===== config.mk =====
export PLATFORM = sky130hd
export DESIGN_NAME = ttcs_ctrl
export DESIGN_NICKNAME = d
export VERILOG_FILES = /design/src/rtl/ttcs_pkg.sv /design/src/rtl/ttcs_ctrl.sv
export SDC_FILE = /design/constraint.sdc
export NUM_CORES = 1
export LEC_CHECK = 0
export ABC_AREA = 1
export BUFFER_PORTS_ARGS = -buffer_cell sky130_fd_sc_hd__clkbuf_2
export CORE_MARGIN = 1.5
export CORE_UTILIZATION = 54
export CTS_BUF_LIST = sky130_fd_sc_hd__clkbuf_2
export CTS_CLUSTER_SIZE = 25
export DETAILED_ROUTE_END_ITERATION = 12
export PLACE_DENSITY_LB_ADDON = 0.05
export SYNTH_ARGS = -nofsm -noshare
export SYNTH_HDL_FRONTEND = slang
export SYNTH_SLANG_ARGS = --single-unit

===== constraint.sdc =====
create_clock -name clk_i -period 2.9 [get_ports clk_i]
set_input_delay 0.58 -clock clk_i [delete_from_list [all_inputs] [get_ports clk_i]]
set_output_delay 0.58 -clock clk_i [all_outputs]
set_load 0.02 [all_outputs]

===== src/rtl/ttcs_pkg.sv =====
// ----------------------------------------------------------------------------
// ttcs_pkg
// Shared types and constants of the text terminal engine.
// ----------------------------------------------------------------------------
package ttcs_pkg;

  typedef enum logic [1:0] {
    CMD_PUT   = 2'd0,
    CMD_CLEAR = 2'd1,
    CMD_READ  = 2'd2
  } ttcs_cmd_e;

  typedef enum logic [1:0] {
    STATUS_OK     = 2'd0,
    STATUS_REJECT = 2'd1,
    STATUS_RANGE  = 2'd2
  } ttcs_status_e;

  typedef enum logic [2:0] {
    ST_INIT,
    ST_IDLE,
    ST_READ,
    ST_SCROLL,
    ST_FILL,
    ST_DONE
  } ttcs_state_e;

  // Configuration register indexes.
  localparam logic REG_FG = 1'b0;
  localparam logic REG_BG = 1'b1;

  localparam logic [7:0] NEWLINE_CODE = 8'd10;
  localparam logic [7:0] SPACE_CODE   = 8'd32;
  localparam logic [7:0] LOWEST_CODE  = 8'd20;
  localparam logic [7:0] HIGHEST_CODE = 8'd126;

  typedef struct packed {
    logic [1:0]  cmd;
    logic [7:0]  char_code;
    logic [10:0] cell_address;
  } ttcs_in_t;

  typedef struct packed {
    logic [1:0]  status;
    logic [15:0] cell_value;
    logic [4:0]  cursor_row;
    logic [6:0]  cursor_col;
  } ttcs_out_t;

endpackage


===== src/rtl/ttcs_ctrl.sv =====
// ----------------------------------------------------------------------------
// ttcs_ctrl
// Command sequencer: cursor, cell writes, row copy for scrolling, blank fill
// and the clearing pass after reset, all through the cell RAM ports.
// ----------------------------------------------------------------------------
module ttcs_ctrl
  import ttcs_pkg::*;
#(
  parameter int COLUMNS = 80,
  parameter int ROWS    = 25
) (
  input  logic                                 clk_i,
  input  logic                                 rst_ni,
  input  logic                                 in_valid_i,
  output logic                                 in_stall_o,
  input  ttcs_in_t                             in_data_i,
  input  logic [7:0]                           attr_i,
  output logic                                 ram_we_o,
  output logic [$clog2(ROWS*COLUMNS)-1:0]      ram_waddr_o,
  output logic [15:0]                          ram_wdata_o,
  output logic                                 ram_re_o,
  output logic [$clog2(ROWS*COLUMNS)-1:0]      ram_raddr_o,
  input  logic [15:0]                          ram_rdata_i,
  output logic                                 push_valid_o,
  output ttcs_out_t                            push_data_o,
  input  logic                                 push_ready_i
);

  localparam int CELL_COUNT = ROWS * COLUMNS;
  localparam int MOVE_COUNT = CELL_COUNT - COLUMNS;
  localparam int ADDR_W     = $clog2(CELL_COUNT);
  localparam int ROW_W      = $clog2(ROWS);
  localparam int COL_W      = $clog2(COLUMNS);

  ttcs_state_e       state_q, state_d;
  logic [ROW_W-1:0]  row_q, row_d;
  logic [COL_W-1:0]  col_q, col_d;
  logic [ADDR_W-1:0] idx_q, idx_d;
  logic              pend_q, pend_d;
  logic [ADDR_W-1:0] pend_addr_q, pend_addr_d;
  logic [1:0]        status_q, status_d;
  logic [15:0]       value_q, value_d;

  logic              accept;
  logic              is_newline;
  logic              is_print;
  logic              at_row_end;
  logic              at_last_row;
  logic              line_feed;
  logic              addr_ok;
  logic [ADDR_W-1:0] cur_addr;

  assign accept      = in_valid_i && (state_q == ST_IDLE);
  assign in_stall_o  = (state_q != ST_IDLE);
  assign is_newline  = (in_data_i.char_code == NEWLINE_CODE);
  assign is_print    = (in_data_i.char_code >= LOWEST_CODE) &&
                       (in_data_i.char_code <= HIGHEST_CODE);
  assign at_row_end  = (col_q == COL_W'(COLUMNS - 1));
  assign at_last_row = (row_q == ROW_W'(ROWS - 1));
  // A put moves to the next line on newline or when it fills the row.
  assign line_feed   = is_newline || (is_print && at_row_end);
  assign addr_ok     = (32'(in_data_i.cell_address) < 32'(CELL_COUNT));
  assign cur_addr    = ADDR_W'(row_q) * ADDR_W'(COLUMNS) + ADDR_W'(col_q);

  // Next state.
  always_comb begin
    state_d = state_q;
    case (state_q)
      ST_INIT: begin
        if (idx_q == ADDR_W'(CELL_COUNT - 1)) state_d = ST_IDLE;
      end
      ST_IDLE: begin
        if (accept) begin
          case (ttcs_cmd_e'(in_data_i.cmd))
            CMD_PUT: begin
              state_d = (line_feed && at_last_row) ? ST_SCROLL : ST_DONE;
            end
            CMD_CLEAR: state_d = ST_FILL;
            CMD_READ:  state_d = addr_ok ? ST_READ : ST_DONE;
            default:   state_d = ST_DONE;
          endcase
        end
      end
      ST_READ: state_d = ST_DONE;
      ST_SCROLL: begin
        if (idx_q == ADDR_W'(MOVE_COUNT)) state_d = ST_FILL;
      end
      ST_FILL: begin
        if (idx_q == ADDR_W'(CELL_COUNT - 1)) state_d = ST_DONE;
      end
      ST_DONE: begin
        if (push_ready_i) state_d = ST_IDLE;
      end
      default: state_d = ST_IDLE;
    endcase
  end

  // Datapath and RAM controls.
  always_comb begin
    row_d       = row_q;
    col_d       = col_q;
    idx_d       = idx_q;
    pend_d      = 1'b0;
    pend_addr_d = pend_addr_q;
    status_d    = status_q;
    value_d     = value_q;
    ram_we_o    = 1'b0;
    ram_waddr_o = idx_q;
    ram_wdata_o = {attr_i, SPACE_CODE};
    ram_re_o    = 1'b0;
    ram_raddr_o = idx_q + ADDR_W'(COLUMNS);
    case (state_q)
      ST_INIT: begin
        ram_we_o    = 1'b1;
        ram_wdata_o = '0;
        idx_d       = idx_q + ADDR_W'(1);
      end
      ST_IDLE: begin
        idx_d = '0;
        if (accept) begin
          status_d = STATUS_OK;
          value_d  = '0;
          case (ttcs_cmd_e'(in_data_i.cmd))
            CMD_PUT: begin
              if (!is_newline && !is_print) begin
                status_d = STATUS_REJECT;
              end else begin
                if (is_print) begin
                  ram_we_o    = 1'b1;
                  ram_waddr_o = cur_addr;
                  ram_wdata_o = {attr_i, in_data_i.char_code};
                  col_d       = col_q + COL_W'(1);
                end
                if (line_feed) begin
                  col_d = '0;
                  if (!at_last_row) row_d = row_q + ROW_W'(1);
                end
              end
            end
            CMD_READ: begin
              if (addr_ok) begin
                ram_re_o    = 1'b1;
                ram_raddr_o = ADDR_W'(in_data_i.cell_address);
              end else begin
                status_d = STATUS_RANGE;
              end
            end
            default: ;
          endcase
        end
      end
      ST_READ: value_d = ram_rdata_i;
      ST_SCROLL: begin
        // Read one row ahead and write the word read in the previous cycle.
        if (idx_q != ADDR_W'(MOVE_COUNT)) begin
          ram_re_o    = 1'b1;
          pend_d      = 1'b1;
          pend_addr_d = idx_q;
          idx_d       = idx_q + ADDR_W'(1);
        end
        if (pend_q) begin
          ram_we_o    = 1'b1;
          ram_waddr_o = pend_addr_q;
          ram_wdata_o = ram_rdata_i;
        end
      end
      ST_FILL: begin
        ram_we_o = 1'b1;
        idx_d    = idx_q + ADDR_W'(1);
      end
      default: ;
    endcase
  end

  assign push_valid_o           = (state_q == ST_DONE);
  assign push_data_o.status     = status_q;
  assign push_data_o.cell_value = value_q;
  assign push_data_o.cursor_row = 5'(row_q);
  assign push_data_o.cursor_col = 7'(col_q);

  always_ff @(posedge clk_i or negedge rst_ni) begin
    if (!rst_ni) begin
      state_q <= ST_INIT;
      row_q   <= '0;
      col_q   <= '0;
      idx_q   <= '0;
      pend_q  <= 1'b0;
    end else begin
      state_q <= state_d;
      row_q   <= row_d;
      col_q   <= col_d;
      idx_q   <= idx_d;
      pend_q  <= pend_d;
    end
  end

  always_ff @(posedge clk_i) begin
    pend_addr_q <= pend_addr_d;
    status_q    <= status_d;
    value_q     <= value_d;
  end

endmodule


==> metrics.md <==
| Metric | Value |
|---|---|
| GR Overflow Total | `0` |
| WL/cell | `15.2 um` |
| Most frequent cell after synthesis | `nand2_1` |
| Clock buffer depth | `2` |
| Vias | `4,106` |
| Routed Antenna Nets | `0` |
| Nets | `720` |
| Yosys top cell area share | `between 20 and 25%` |
| Placed cell areas | `around 0.0046 mm2` |
| Drt pass-1 iters | `5` |
| Final Setup Violations | `5` |
| Number of failing hold endpoints at the final stage | `0` |
| Cells after synthesis | `510` |
| Post-route insts no fill | `750` |
| Die Width | `88.2 um` |
| Logic pwr share | `a little over 50%` |
| Port Buf Inserts | `between 100 and 150` |
| Largest net degree at the start of global routing | `28` |
| Die ar. | `0.00777 mm2` |
| Flop-to-flop setup slack | `about 660 ps` |
| Lkg Pwr | `2.52 nW` |
| Status | `complete, but fails checks` |
| Fin worst setup slack | `-343 ps` |
| Internal Dissipation | `0.00166 W` |
| Total track usage | `between 20 and 30%` |
| Crit Path Max Fanout | `2` |
| Worst-margin pin slew | `between 700 and 800 ps` |
| Synthesized area | `0.00392 mm2` |
| Part of the power in registers | `36.0%` |
| DRC Markers | `0` |
| Initial core utilization | `56.7%` |
| Dominant cells by area after synthesis | `edfxtp_1 22%, dfrtp_1 17%, nand2_1 8.8%` |
| Maximum VDD drop | `approximately 310 uV` |
| P&R area growth vs syn | `28.3%` |
| Final Cycle Share | `112%` |
| Hold_buf cts | `0` |
| Global-route wire length before repair | `17.2 mm` |
| Crit path buf inv count | `3` |
| WL final | `roughly 11 mm` |
| Fillers | `588` |
| Worst Hold Class | `primary input to asynchronous set/reset pin` |
| Die Ht | `88.2 um` |
| Max_cap viols | `0` |
| Top FF cell, synth | `edfxtp_1` |
| Syn nets | `577` |
| Layout cells sized above 1 | `about 30%` |
| H-tree depth | `2` |
| CP top delay family | `adder cells` |
| Finished Cell Area | `0.00502 mm2` |
| Mean area per synthesized cell | `7.68 um2` |
| Worst-skew pair later-pin latency | `490 ps` |
| CTS tree | `yes` |
| Num ports | `121` |
| Placed Instances | `721` |
| Vias per Instance | `roughly 5.5` |
| Pwr Total | `a little over 0.003 W` |
| Post-synthesis register bit count | `56` |
| CTS Buf Count | `5` |
| Starting DRT DRC Count | `335` |
| CP max stage cell | `fa_1` |
| RSZ-0062 raised after global routing | `yes` |
| YS warnings | `0` |
| Async set-reset flop share out of synthesis | `slightly below 50%` |
| Critical path cell sequence | `buf_4 > ha_1 > inv_1 > fa_1 > o21ai_1 > xor2_1 > nor2_1 > o21ai_1 > o21ai_1 > buf_4` |
| Critical Path Sink Type | `primary output` |
| N_diodes | `0` |
| Yosys cell types | `38` |
| Setup TNS | `-1010 ps` |
| R2r worst-path depth | `9` |
| DP HPWL | `8.38 mm` |
| Slowest stage delay, CP | `460 ps` |
| Row Count | `30` |
| Vias in the first global route | `roughly 3,700` |
| Switching Share | `45.8%` |
| Critical path startpoint category | `flop` |
| Clk sink count | `56` |
| Placer Congestion | `0.970` |
| Clock-pin slew on the worst setup and hold paths | `roughly 300 ps` |
| Highest clock rate | `308 MHz` |
| CTS root buf | `clkbuf_2` |
| Post-synthesis sequential area ratio | `39.5%` |
| Core ar. | `0.00691 mm2` |
| Fin. max-slew vios | `0` |
| Final min period | `3240 ps` |
| PD cells | `608 mW/mm2` |
| Reg2Reg Launch Point | `idx_q[4]` |
| Reg-to-reg endpoint | `idx_q[2]` |
| Clock Skews | `roughly 19 ps` |
| Initial antenna violation count | `0` |
| Max_slew headroom | `about half` |
| Critical Path AT | `roughly 2700 ps` |
| Cell mode on critical path | `o21ai_1` |
| Number of synthesized flops with an enable pin | `29` |
| WP data required | `2320 ps` |
| Failing checks | `setup timing` |
| Most area-hungry cell type in the Yosys netlist | `edfxtp_1` |
| WS Path Type | `flop to primary output` |
| Critical Path Source | `row_q[0]` |
| Post-synth top cells | `92 x nand2_1, 72 x inv_1, 62 x o21ai_0, 47 x nor2_1, 38 x nand3_1` |
| Clock power frac | `13.2%` |
| NetSw | `roughly 0.0014 W` |
-- worst register-to-register path: cells and delay by family, from the launching register on --
| kind | cells | cell delay, ps |
|---|---|---|
| flops | 1 | 550 |
| compound gates | 2 | 320 |
| fa+ha+maj | 1 | 190 |
| buf+inv | 1 | 200 |
| simple gates | 5 | 880 |
-- power groups by stage --
| stage | registers (W) | clock network (W) | logic, W |
|---|---|---|---|
| final | 0.00110 | 0.000403 | 0.00155 |
| after CTS | 0.00109 | 0.000410 | 0.00143 |
| after global placement | 0.00111 | 0 | 0.00134 |
| after detailed placement | 0.00111 | 0 | 0.00137 |
| after floorplan | 0.00120 | 0 | 0.000816 |
| after global routing | 0.00112 | 0.000443 | 0.00167 |
-- layout make-up --
cell class                 instances  area [um2]  area share, %
timing repair buffer             150         867           17.3
clock inverter                     3        42.5          0.847
clock buffer                       5        25.0          0.498
inverter                          76         300           5.98
sequential                        56        1550           30.9
tap                               96         120           2.39
multi-input combinational        364        2120           42.1
-- logic make-up after synthesis --
| family | share of synthesized area [%] |
|---|---|
| AO/OA/AOI/OAI | 16.8 |
| XOR/XNOR | 3.35 |
| adder cells (fa/ha/maj) | 6.13 |
| buffers and inverters | 9.33 |
| flip-flops | 39.5 |
| AND/OR/NAND/NOR | 24.9 |
-- cells in the final DEF, fill, tap and decap left out, types with 9 or more instances in the layout --
cell type | netlist | final
dfrtp_1 | 27 | 22
buf_4 | 2 | 34
xor2_1 | 13 | 13
inv_1 | 72 | 68
nor2_1 | 47 | 45
a31oi_1 | 9 | 9
nand3_1 | 38 | 36
o21ai_1 | 6 | 14
nand4_1 | 11 | 11
clkbuf_2 | 1 | 116
edfxtp_1 | 29 | 29
o21ai_0 | 62 | 54
ha_1 | 16 | 11
a21oi_1 | 30 | 29
nand2_1 | 92 | 90
-- worst max-delay path by stage --
stage,cells after the start,slack (ps),end
6_report,10,-340,ram_waddr_o[8]
5_1_grt,10,-430,ram_waddr_o[8]
3_3_place_gp,10,200,ram_waddr_o[10]
4_1_cts,11,-350,ram_waddr_o[10]
3_5_place_dp,10,120,ram_waddr_o[10]
2_1_floorplan,10,210,ram_waddr_o[10]
-- routing by layer --
metal,wire length (um),up-vias,GRT usage (%)
met2,5310,212,47.9
li1,-,1999,-
met5,0,-,0
met3,872,27,4.05
met4,310,0,9.66
met1,4890,1868,38.5
-- per-stage QoR --
step / hold slack (ps) / setup WS (ps) / utilization [%]
floorplan: 284 / 213 / -
global placement: 492 / 200 / 67.0
detailed placement: 504 / 124 / 67.0
CTS: 103 / -353 / 70.1
global route: 112 / -426 / 72.8
finish: 88.8 / -343 / 72.8
-- state kept, by name, summed over array words and instances (netlist names) --
name / flops
pend_addr_q: 11
col_q: 7
state_q: 3
idx_q: 11
row_q: 5
status_q: 2
pend_q: 1
value_q: 16
-- timing repair --
action / in CTS / in global routing
cloned: 0 / 0
resized for setup: 23 / 32
setup buffers: 10 / 11
pin swaps: 16 / 21
setup endpoints to repair: 11 / 25
Power figures use the tool's default switching activity.
