--- src/rtl/ttcs_pkg.sv ---
// ----------------------------------------------------------------------------
// ttcs_pkg
// Shared types and constants of the text terminal engine.
// ----------------------------------------------------------------------------
package ttcs_pkg;

  typedef enum logic [1:0] {
    CMD_PUT   = 2'd0,
    CMD_CLEAR = 2'd1,
    CMD_READ  = 2'd2
  } ttcs_cmd_e;

  typedef enum logic [1:0] {
    STATUS_OK     = 2'd0,
    STATUS_REJECT = 2'd1,
    STATUS_RANGE  = 2'd2
  } ttcs_status_e;

  typedef enum logic [2:0] {
    ST_INIT,
    ST_IDLE,
    ST_READ,
    ST_SCROLL,
    ST_FILL,
    ST_DONE
  } ttcs_state_e;

  // Configuration register indexes.
  localparam logic REG_FG = 1'b0;
  localparam logic REG_BG = 1'b1;

  localparam logic [7:0] NEWLINE_CODE = 8'd10;
  localparam logic [7:0] SPACE_CODE   = 8'd32;
  localparam logic [7:0] LOWEST_CODE  = 8'd20;
  localparam logic [7:0] HIGHEST_CODE = 8'd126;

  typedef struct packed {
    logic [1:0]  cmd;
    logic [7:0]  char_code;
    logic [10:0] cell_address;
  } ttcs_in_t;

  typedef struct packed {
    logic [1:0]  status;
    logic [15:0] cell_value;
    logic [4:0]  cursor_row;
    logic [6:0]  cursor_col;
  } ttcs_out_t;

endpackage

--- src/rtl/ttcs_outreg.sv ---
// ----------------------------------------------------------------------------
// ttcs_outreg
// One-word output register between the sequencer and the result channel.
// ----------------------------------------------------------------------------
module ttcs_outreg
  import ttcs_pkg::*;
(
  input  logic      clk_i,
  input  logic      rst_ni,
  input  logic      push_valid_i,
  input  ttcs_out_t push_data_i,
  output logic      push_ready_o,
  output logic      out_valid_o,
  input  logic      out_stall_i,
  output ttcs_out_t out_data_o
);

  logic      valid_q, valid_d;
  ttcs_out_t data_q;

  // The slot is free when empty or when its word leaves at this edge.
  assign push_ready_o = !valid_q || !out_stall_i;

  always_comb begin
    valid_d = valid_q;
    if (push_valid_i && push_ready_o) begin
      valid_d = 1'b1;
    end else if (valid_q && !out_stall_i) begin
      valid_d = 1'b0;
    end
  end

  always_ff @(posedge clk_i or negedge rst_ni) begin
    if (!rst_ni) begin
      valid_q <= 1'b0;
    end else begin
      valid_q <= valid_d;
    end
  end

  always_ff @(posedge clk_i) begin
    if (push_valid_i && push_ready_o) begin
      data_q <= push_data_i;
    end
  end

  assign out_valid_o = valid_q;
  assign out_data_o  = data_q;

endmodule

--- config.mk ---
export PLATFORM = sky130hd
export DESIGN_NAME = ttcs_outreg
export DESIGN_NICKNAME = d
export VERILOG_FILES = /design/src/rtl/ttcs_pkg.sv /design/src/rtl/ttcs_outreg.sv
export SDC_FILE = /design/constraint.sdc
export NUM_CORES = 1
export LEC_CHECK = 0
export ABC_CLOCK_PERIOD_IN_PS = 2170
export BUFFER_PORTS_ARGS = -buffer_cell sky130_fd_sc_hd__buf_2
export CORE_MARGIN = 2
export CORE_UTILIZATION = 39
export DETAILED_ROUTE_END_ITERATION = 10
export GPL_ROUTABILITY_DRIVEN = 0
export PLACE_DENSITY = 0.76
export SLEW_MARGIN = 20
export SYNTH_ARGS = -nofsm -noshare
export SYNTH_HDL_FRONTEND = slang
export SYNTH_SLANG_ARGS = --single-unit
--- constraint.sdc ---
create_clock -name clk_i -period 2.17 [get_ports clk_i]
set_input_delay 0.5425 -clock clk_i [delete_from_list [all_inputs] [get_ports clk_i]]
set_output_delay 0.5425 -clock clk_i [all_outputs]
set_load 0.05 [all_outputs]
==> results.sh, run 1 <==
export IMPL_run_status="complete, no violations"
export IMPL_fin_skew_ns=0.00359
export IMPL_critPathLaunch="out_valid_o"
export IMPL_antennaDiodeCount=0
export IMPL_cts_sinks=31
export IMPL_coreArea_sq_um=2250
export IMPL_crit_path_cell_trace="nand2_1, buf_2"
export IMPL_cp_slowest_stage_delay_ns=0.42
export IMPL_static_leakage_power_nw=0.601
export IMPL_seq_area_sq_um=926
export IMPL_gr_total_overflow=0
export IMPL_drt_vias_per_instance=4.42
export IMPL_worst_slack_ns=0.568
export IMPL_dieArea_sq_um=2840
export IMPL_hold_path_startpoint="push_data_i[20]"
export IMPL_clkSlewWorstSetupHoldPaths_ns=0.09
export IMPL_drive_above_1_share_pct=67.0
export IMPL_signal_arrival_time_at_the_worst_endpoint_ns=1.06
export IMPL_cts_root_buffer_cell="clkbuf_4"
export IMPL_route_vias_total=606
export IMPL_avgRoutedWirePerCell_um=13.9
export IMPL_layout_commonest_cell="buf_2"
export IMPL_postCtsSetupRepairBufs=0
export IMPL_hold_critical_path_depth=1
export IMPL_placedInstanceArea_sq_um=1320
export IMPL_core_rowCount=17
export IMPL_grt_antenna_before_repair=0
export IMPL_crit_cells=2
export IMPL_share_of_the_yosys_chip_area_belonging_to_registers_pct=97.6
export IMPL_fin_setup_tns_ns=0
export IMPL_drv_slew=0
export IMPL_post_route_util_pct=61.0
export IMPL_synth_distinct_cells=5
export IMPL_power_ir_vdd_worst_mv=0.506
export IMPL_rsz_0062_raised_after_global_routing="no"
export IMPL_floorplan_die_height_um=53.3
export IMPL_worstHoldPathType="in2reg"
export IMPL_buffer_ports_inserted=65
export IMPL_report_final_hold_viol_count=0
export IMPL_topRoutingLayerUsed="met4"
export IMPL_timing_final_crit_share_pct=73.8
export IMPL_cts_root_to_sink_buffers=2
export IMPL_ctsHtreeMaxLevel=2
export IMPL_path_delay_family="flip-flops"
export IMPL_final_period_minus_worst_setup_slack_ns=1.60
export IMPL_wire_length_on_met2_um=972
export IMPL_top_level_ports=66
export IMPL_drt_first_pass_iters=4
export IMPL_cellPowerDensity_nw_per_um2=867
export IMPL_mapped_area_sq_um=948
export IMPL_cts_made_buffers=5
export IMPL_max_stage_delay_cell_worst_path="dfrtp_1"
export IMPL_path_class="reg2out"
export IMPL_yosys_register_bits=31
export IMPL_postSynthCellCount=34
export IMPL_drc=0
export IMPL_stdcell_area_sq_um=1380
export IMPL_max_freq_mhz=624
export IMPL_cap_violations=0
export IMPL_critical_path_peak_fanout=4
export IMPL_met1_wirelength_um=694
export IMPL_synth_nets=68
export IMPL_holdPathEnd="out_data_o[20]"
export IMPL_postSynthAreaPerCell_sq_um=27.9
export IMPL_worstRegToRegCells=2
export IMPL_worstMarginPinSlew_ns=0.359
export IMPL_syn2layout_area_growth_pct=45.1
export IMPL_grt_usage_pct=14.5
export IMPL_initial_utilization_pct=42.1
export IMPL_layout_cells_most_common_list="65 x buf_2, 30 x edfxtp_1, 5 x clkbuf_4"
export IMPL_timing_rr_end="out_data_o[21]"
export IMPL_place_ws_ns=0.669
export IMPL_filler_cell_count=178
export IMPL_endpoint_kind="output port"
export IMPL_detail_route_iter0_violations=14
export IMPL_number_of_global_route_vias_before_repair=560
export IMPL_setup_violations=0
export IMPL_critical_path_startpoint_type="register"
export IMPL_reg2reg_setup_slack_ns=0.92
export IMPL_clock_tree_from_tritoncts="done"
export IMPL_area_occupied_by_multi_input_gates_sq_um=22.5
export IMPL_max_slew_margin_rel_pct=76.1
export IMPL_grt_start_max_net_pins=31
export IMPL_num_nets_final=142
export IMPL_grt_pass1_wl_um=2550
export IMPL_cts_resized_gates=0
export IMPL_critical_path_required_ns=1.63
export IMPL_chipWidth_um=53.3
export IMPL_finalWirelength_um=1910
export IMPL_cp_num_buf_inv=1
export IMPL_yosys_warnings=0
export IMPL_wl_met3_um=200
export IMPL_regToRegStartpoint="out_valid_o"
export IMPL_ant_nets=0
export IMPL_insertion_delay_ns=0.31
[metrics by stage]
step	hold WS, ns	total power, mW	cells
after global routing	0.375	1.25	137
after detailed placement	0.321	0.915	128
after CTS	0.382	1.21	137
after global placement	0.318	0.907	128
after floorplan	0.247	0.849	34
final	0.400	1.19	137
[registers in the layout, indices dropped and copies added, names as in the netlist]
signal	cells
out_data_o	30
out_valid_o	1
[final cells by class]
class | count | share of cell area (%)
clock buffers | 7 | 3.27
clock inverters | 1 | 0.364
multi-input cells | 3 | 1.64
flip-flops and latches | 31 | 67.3
well taps | 28 | 2.55
repair buffers | 67 | 24.9
[cells by family (layout without fill, tap and decap cells)]
logic type	Yosys count	in the layout	synth area share, %
AOI/OAI and AO/OA	2	2	1.98
buffers and inverters	0	75	0
DFF	31	31	97.6
and+or+nand+nor	1	1	0.395
[worst max path at each step]
stage,end
after CTS,push_ready_o
after floorplan,out_data_o[0]
final,push_ready_o
after global routing,push_ready_o
after global placement,push_ready_o
after detailed placement,push_ready_o
[worst register-to-register path, stage by stage (launching register included)]
cell and delay, ns:
dfrtp_1 0.42, a21boi_2 0.14, buf_4 0.35
[layer usage]
layer  vias up  track usage (%)
li1        284                -
met1       268             13.6
met2        46             24.7
met3         8             6.21
met4         0             10.3
met5         -                0
[where the power goes]
group	internal (mW)	switching, mW
logic	0.0464	0.149
clock network	0.126	0.168
registers	0.695	0.00902
total	0.868	0.326
[cell usage after synthesis]
library cell / instances / area (sq um)
nand2_1: 1 / 3.75
dfrtp_1: 1 / 25.0
a21boi_2: 1 / 11.3
edfxtp_1: 30 / 901
a21o_1: 1 / 7.51
[repair_timing]
item                                    4_1_cts  5_1_grt
endpoints found under the hold margin         1        0
hold buffers                                  1        0
endpoints found under the setup margin        0        0
Power figures use the tool's default switching activity.
==> inputs of run 2 (changes only) <==
ABC_AREA = 1   (was not set)
ABC_CLOCK_PERIOD_IN_PS = 1600   (was 2170)
PLACE_DENSITY = 0.77   (was 0.76)
clock period = 1.6 ns   (was 2.17 ns; I/O delays follow)
==> run 2 against run 1 <==
Design area up 1.3%. Utilization up 0.78 points. Routed wire length down 5.8%. Register-to-register slack worse by 0.41 ns. Power up 36%. Worst hold slack worse by 0.14 ns. Sequential share of layout area down 0.76 points. Synthesized area down 0.66%. Clock power up 35%. Cell count up 0.73%. Critical path depth unchanged. Critical endpoint unchanged.
==> results.sh, run 2 <==
export IMPL_run_status="complete, no violations"
export IMPL_worstMarginPinSlew_ns=0.265
export IMPL_insertion_delay_ns=0.30
export IMPL_cts_made_buffers=5
export IMPL_seq_area_sq_um=927
export IMPL_clkSlewWorstSetupHoldPaths_ns=0.09
export IMPL_share_of_the_yosys_chip_area_belonging_to_registers_pct=98.3
export IMPL_synth_distinct_cells=5
export IMPL_dieArea_sq_um=2820
export IMPL_route_vias_total=606
export IMPL_endpoint="push_ready_o"
export IMPL_postSynthAreaPerCell_sq_um=26.9
export IMPL_layout_commonest_cell="buf_2"
export IMPL_regToRegStartpoint="out_valid_o"
export IMPL_postSynthCellCount=35
export IMPL_power_share_combinational_pct=16.7
export IMPL_setup_violations=0
export IMPL_chipWidth_um=53.2
export IMPL_cts_root_to_sink_buffers=2
export IMPL_timing_rr_end="out_data_o[20]"
export IMPL_initial_utilization_pct=41.8
export IMPL_worstRegToRegCells=2
export IMPL_timing_final_crit_share_pct=93.2
export IMPL_report_final_hold_viol_count=0
export IMPL_core_rowCount=17
export IMPL_cts_root_buffer_cell="clkbuf_4"
export IMPL_floorplan_die_height_um=53.2
export IMPL_fin_setup_tns_ns=0
export IMPL_ctsHtreeMaxLevel=2
export IMPL_critPathLaunch="out_valid_o"
export IMPL_drt_vias_per_instance=4.39
export IMPL_cp_num_buf_inv=1
export IMPL_grt_start_max_net_pins=31
export IMPL_path_class="reg2out"
export IMPL_grt_antenna_before_repair=0
export IMPL_cell_with_the_most_instances_after_synthesis="edfxtp_1"
export IMPL_avgRoutedWirePerCell_um=13.0
export IMPL_layout_cells_most_common_list="65 x buf_2, 30 x edfxtp_1, 5 x clkbuf_4"
export IMPL_yosys_warnings=0
export IMPL_syn2layout_area_growth_pct=47.9
export IMPL_drc=0
export IMPL_rsz_0062_raised_after_global_routing="no"
export IMPL_drv_slew=0
export IMPL_synth_area_leader_cell="edfxtp_1"
export IMPL_synth_enable_flop_cells=30
export IMPL_grt_pass1_wl_um=2440
export IMPL_buffer_ports_inserted=65
export IMPL_cap_violations=0
export IMPL_cellPowerDensity_nw_per_um2=1160
export IMPL_yosys_register_bits=31
export IMPL_coreArea_sq_um=2250
export IMPL_synthArstFlopShare_pct=3.23
export IMPL_num_nets_final=143
export IMPL_post_route_util_pct=61.8
export IMPL_drive_above_1_share_pct=66.4
export IMPL_detail_route_iter0_violations=1
export IMPL_p_seq_share_pct=58.8
export IMPL_critical_path_required_ns=1.20
export IMPL_top_level_ports=66
export IMPL_largest_register_ffs=30
export IMPL_cts_sinks=31
export IMPL_dp_final_hpwl_um=1400
export IMPL_clock_power_share_pct=24.5
export IMPL_commonest_cells_in_the_synthesized_netlist="30 x edfxtp_1, 2 x nand2_1, 1 x a21oi_1, 1 x dfrtp_1, 1 x inv_1"
export IMPL_filler_cell_count=188
export IMPL_cp_slowest_stage_delay_ns=0.44
export IMPL_static_leakage_power_nw=0.604
export IMPL_power_share_switching_pct=27.0
export IMPL_drt_first_pass_iters=2
export IMPL_max_freq_mhz=671
export IMPL_endpoint_kind="output port"
export IMPL_crit_path_cell_trace="nand2_1, buf_2"
export IMPL_grt_usage_pct=13.5
export IMPL_worstHoldPathType="in2reg"
export IMPL_gr_total_overflow=0
export IMPL_mapped_area_sq_um=942
export IMPL_synth_nets=69
export IMPL_area_occupied_by_multi_input_gates_sq_um=23.8
export IMPL_antennaDiodeCount=0
export IMPL_power_ir_vdd_worst_mv=0.688
export IMPL_cts_resized_gates=0
export IMPL_intPower_mw=1.19
export IMPL_clock_tree_from_tritoncts="done"
export IMPL_number_of_global_route_vias_before_repair=523
export IMPL_max_slew_margin_rel_pct=82.4
export IMPL_reg2reg_setup_slack_ns=0.51
export IMPL_path_delay_family="flip-flops"
export IMPL_max_stage_delay_cell_worst_path="dfrtp_2"
export IMPL_signal_arrival_time_at_the_worst_endpoint_ns=1.09
export IMPL_final_period_minus_worst_setup_slack_ns=1.49
export IMPL_postSynth_topFlopCell="edfxtp_1"
export IMPL_top_area_cells_in_the_synthesized_netlist="edfxtp_1 96%, dfrtp_1 2.7%, nand2_1 0.80%"
export IMPL_critical_path_startpoint_type="register"
export IMPL_crit_cells=2
export IMPL_p_switching_mw=0.438
export IMPL_netlist_area_leader_share_pct=95.6
export IMPL_critical_path_peak_fanout=3
export IMPL_finalWirelength_um=1800
export IMPL_fin_skew_ns=0.00478
export IMPL_ant_nets=0
==> run 2: cell count changes after synthesis, sizes merged <==
cell    change
a21boi      -1
a21o        -1
a21oi       +1
inv         +1
nand2       +1
==> run 2: how the worst min path moves through the flow <==
stage	cells past startpoint	from	end	slack [ns]
after floorplan	0	rst_ni	out_valid_o	0.10
after global placement	1	rst_ni	out_valid_o	0.18
after detailed placement	1	rst_ni	out_valid_o	0.18
after CTS	1	push_data_i[25]	out_data_o[25]	0.24
after global routing	1	push_data_i[12]	out_data_o[12]	0.23
final	1	push_data_i[3]	out_data_o[3]	0.26
==> run 2: cell families after synthesis <==
kind of cell	share of synthesized area [%]
flops	98.3
simple gates	0.797
compound gates	0.531
buf+inv	0.398
==> run 2: per-stage QoR <==
stage | std cells | power, mW | area (sq um) | hold WS [ns] | setup slack, ns
6_report | 138 | 1.62 | 1390 | 0.262 | 0.109
5_1_grt | 138 | 1.70 | 1390 | 0.229 | 0.0498
4_1_cts | 138 | 1.64 | 1390 | 0.242 | 0.0858
3_5_place_dp | 129 | 1.24 | 1340 | 0.182 | 0.344
3_3_place_gp | 129 | 1.24 | 1340 | 0.175 | 0.359
2_1_floorplan | 35 | 1.15 | 955 | 0.104 | 0.0926
==> run 2: repair_timing <==
item	CTS	global route
hold buffers	1	0
endpoints found under the hold margin	1	0
buffers inserted	0	0
==> run 2: cell type report <==
type | count | area share, %
Tap cell | 28 | 2.51
Clock buffer | 8 | 3.50
Sequential cell | 31 | 66.5
Inverter | 1 | 0.269
Timing Repair Buffer | 67 | 25.5
Multi-Input combinational cell | 3 | 1.71
==> run 2: worst reg2reg max path, cell delays in order (launching register included) <==
cell	delay, ns
dfrtp_2	0.44
a21oi_4	0.15
buf_12	0.21
==> run 2: power by group through the flow <==
| stage | clock network, mW | registers, mW | logic [mW] |
|---|---|---|---|
| floorplan | 0 | 1.13 | 0.0252 |
| global placement | 0 | 0.971 | 0.267 |
| detailed placement | 0 | 0.973 | 0.271 |
| CTS | 0.416 | 0.955 | 0.273 |
| global route | 0.460 | 0.959 | 0.283 |
| finish | 0.398 | 0.954 | 0.270 |
==> run 2: metal layers <==
metal | wire (um) | track usage (%) | part of all wire (%)
met5 | 0 | 0 | 0
met4 | 12 | 8.97 | 0.67
met3 | 306 | 7.34 | 17
met2 | 814 | 19.6 | 45
met1 | 666 | 15.2 | 37
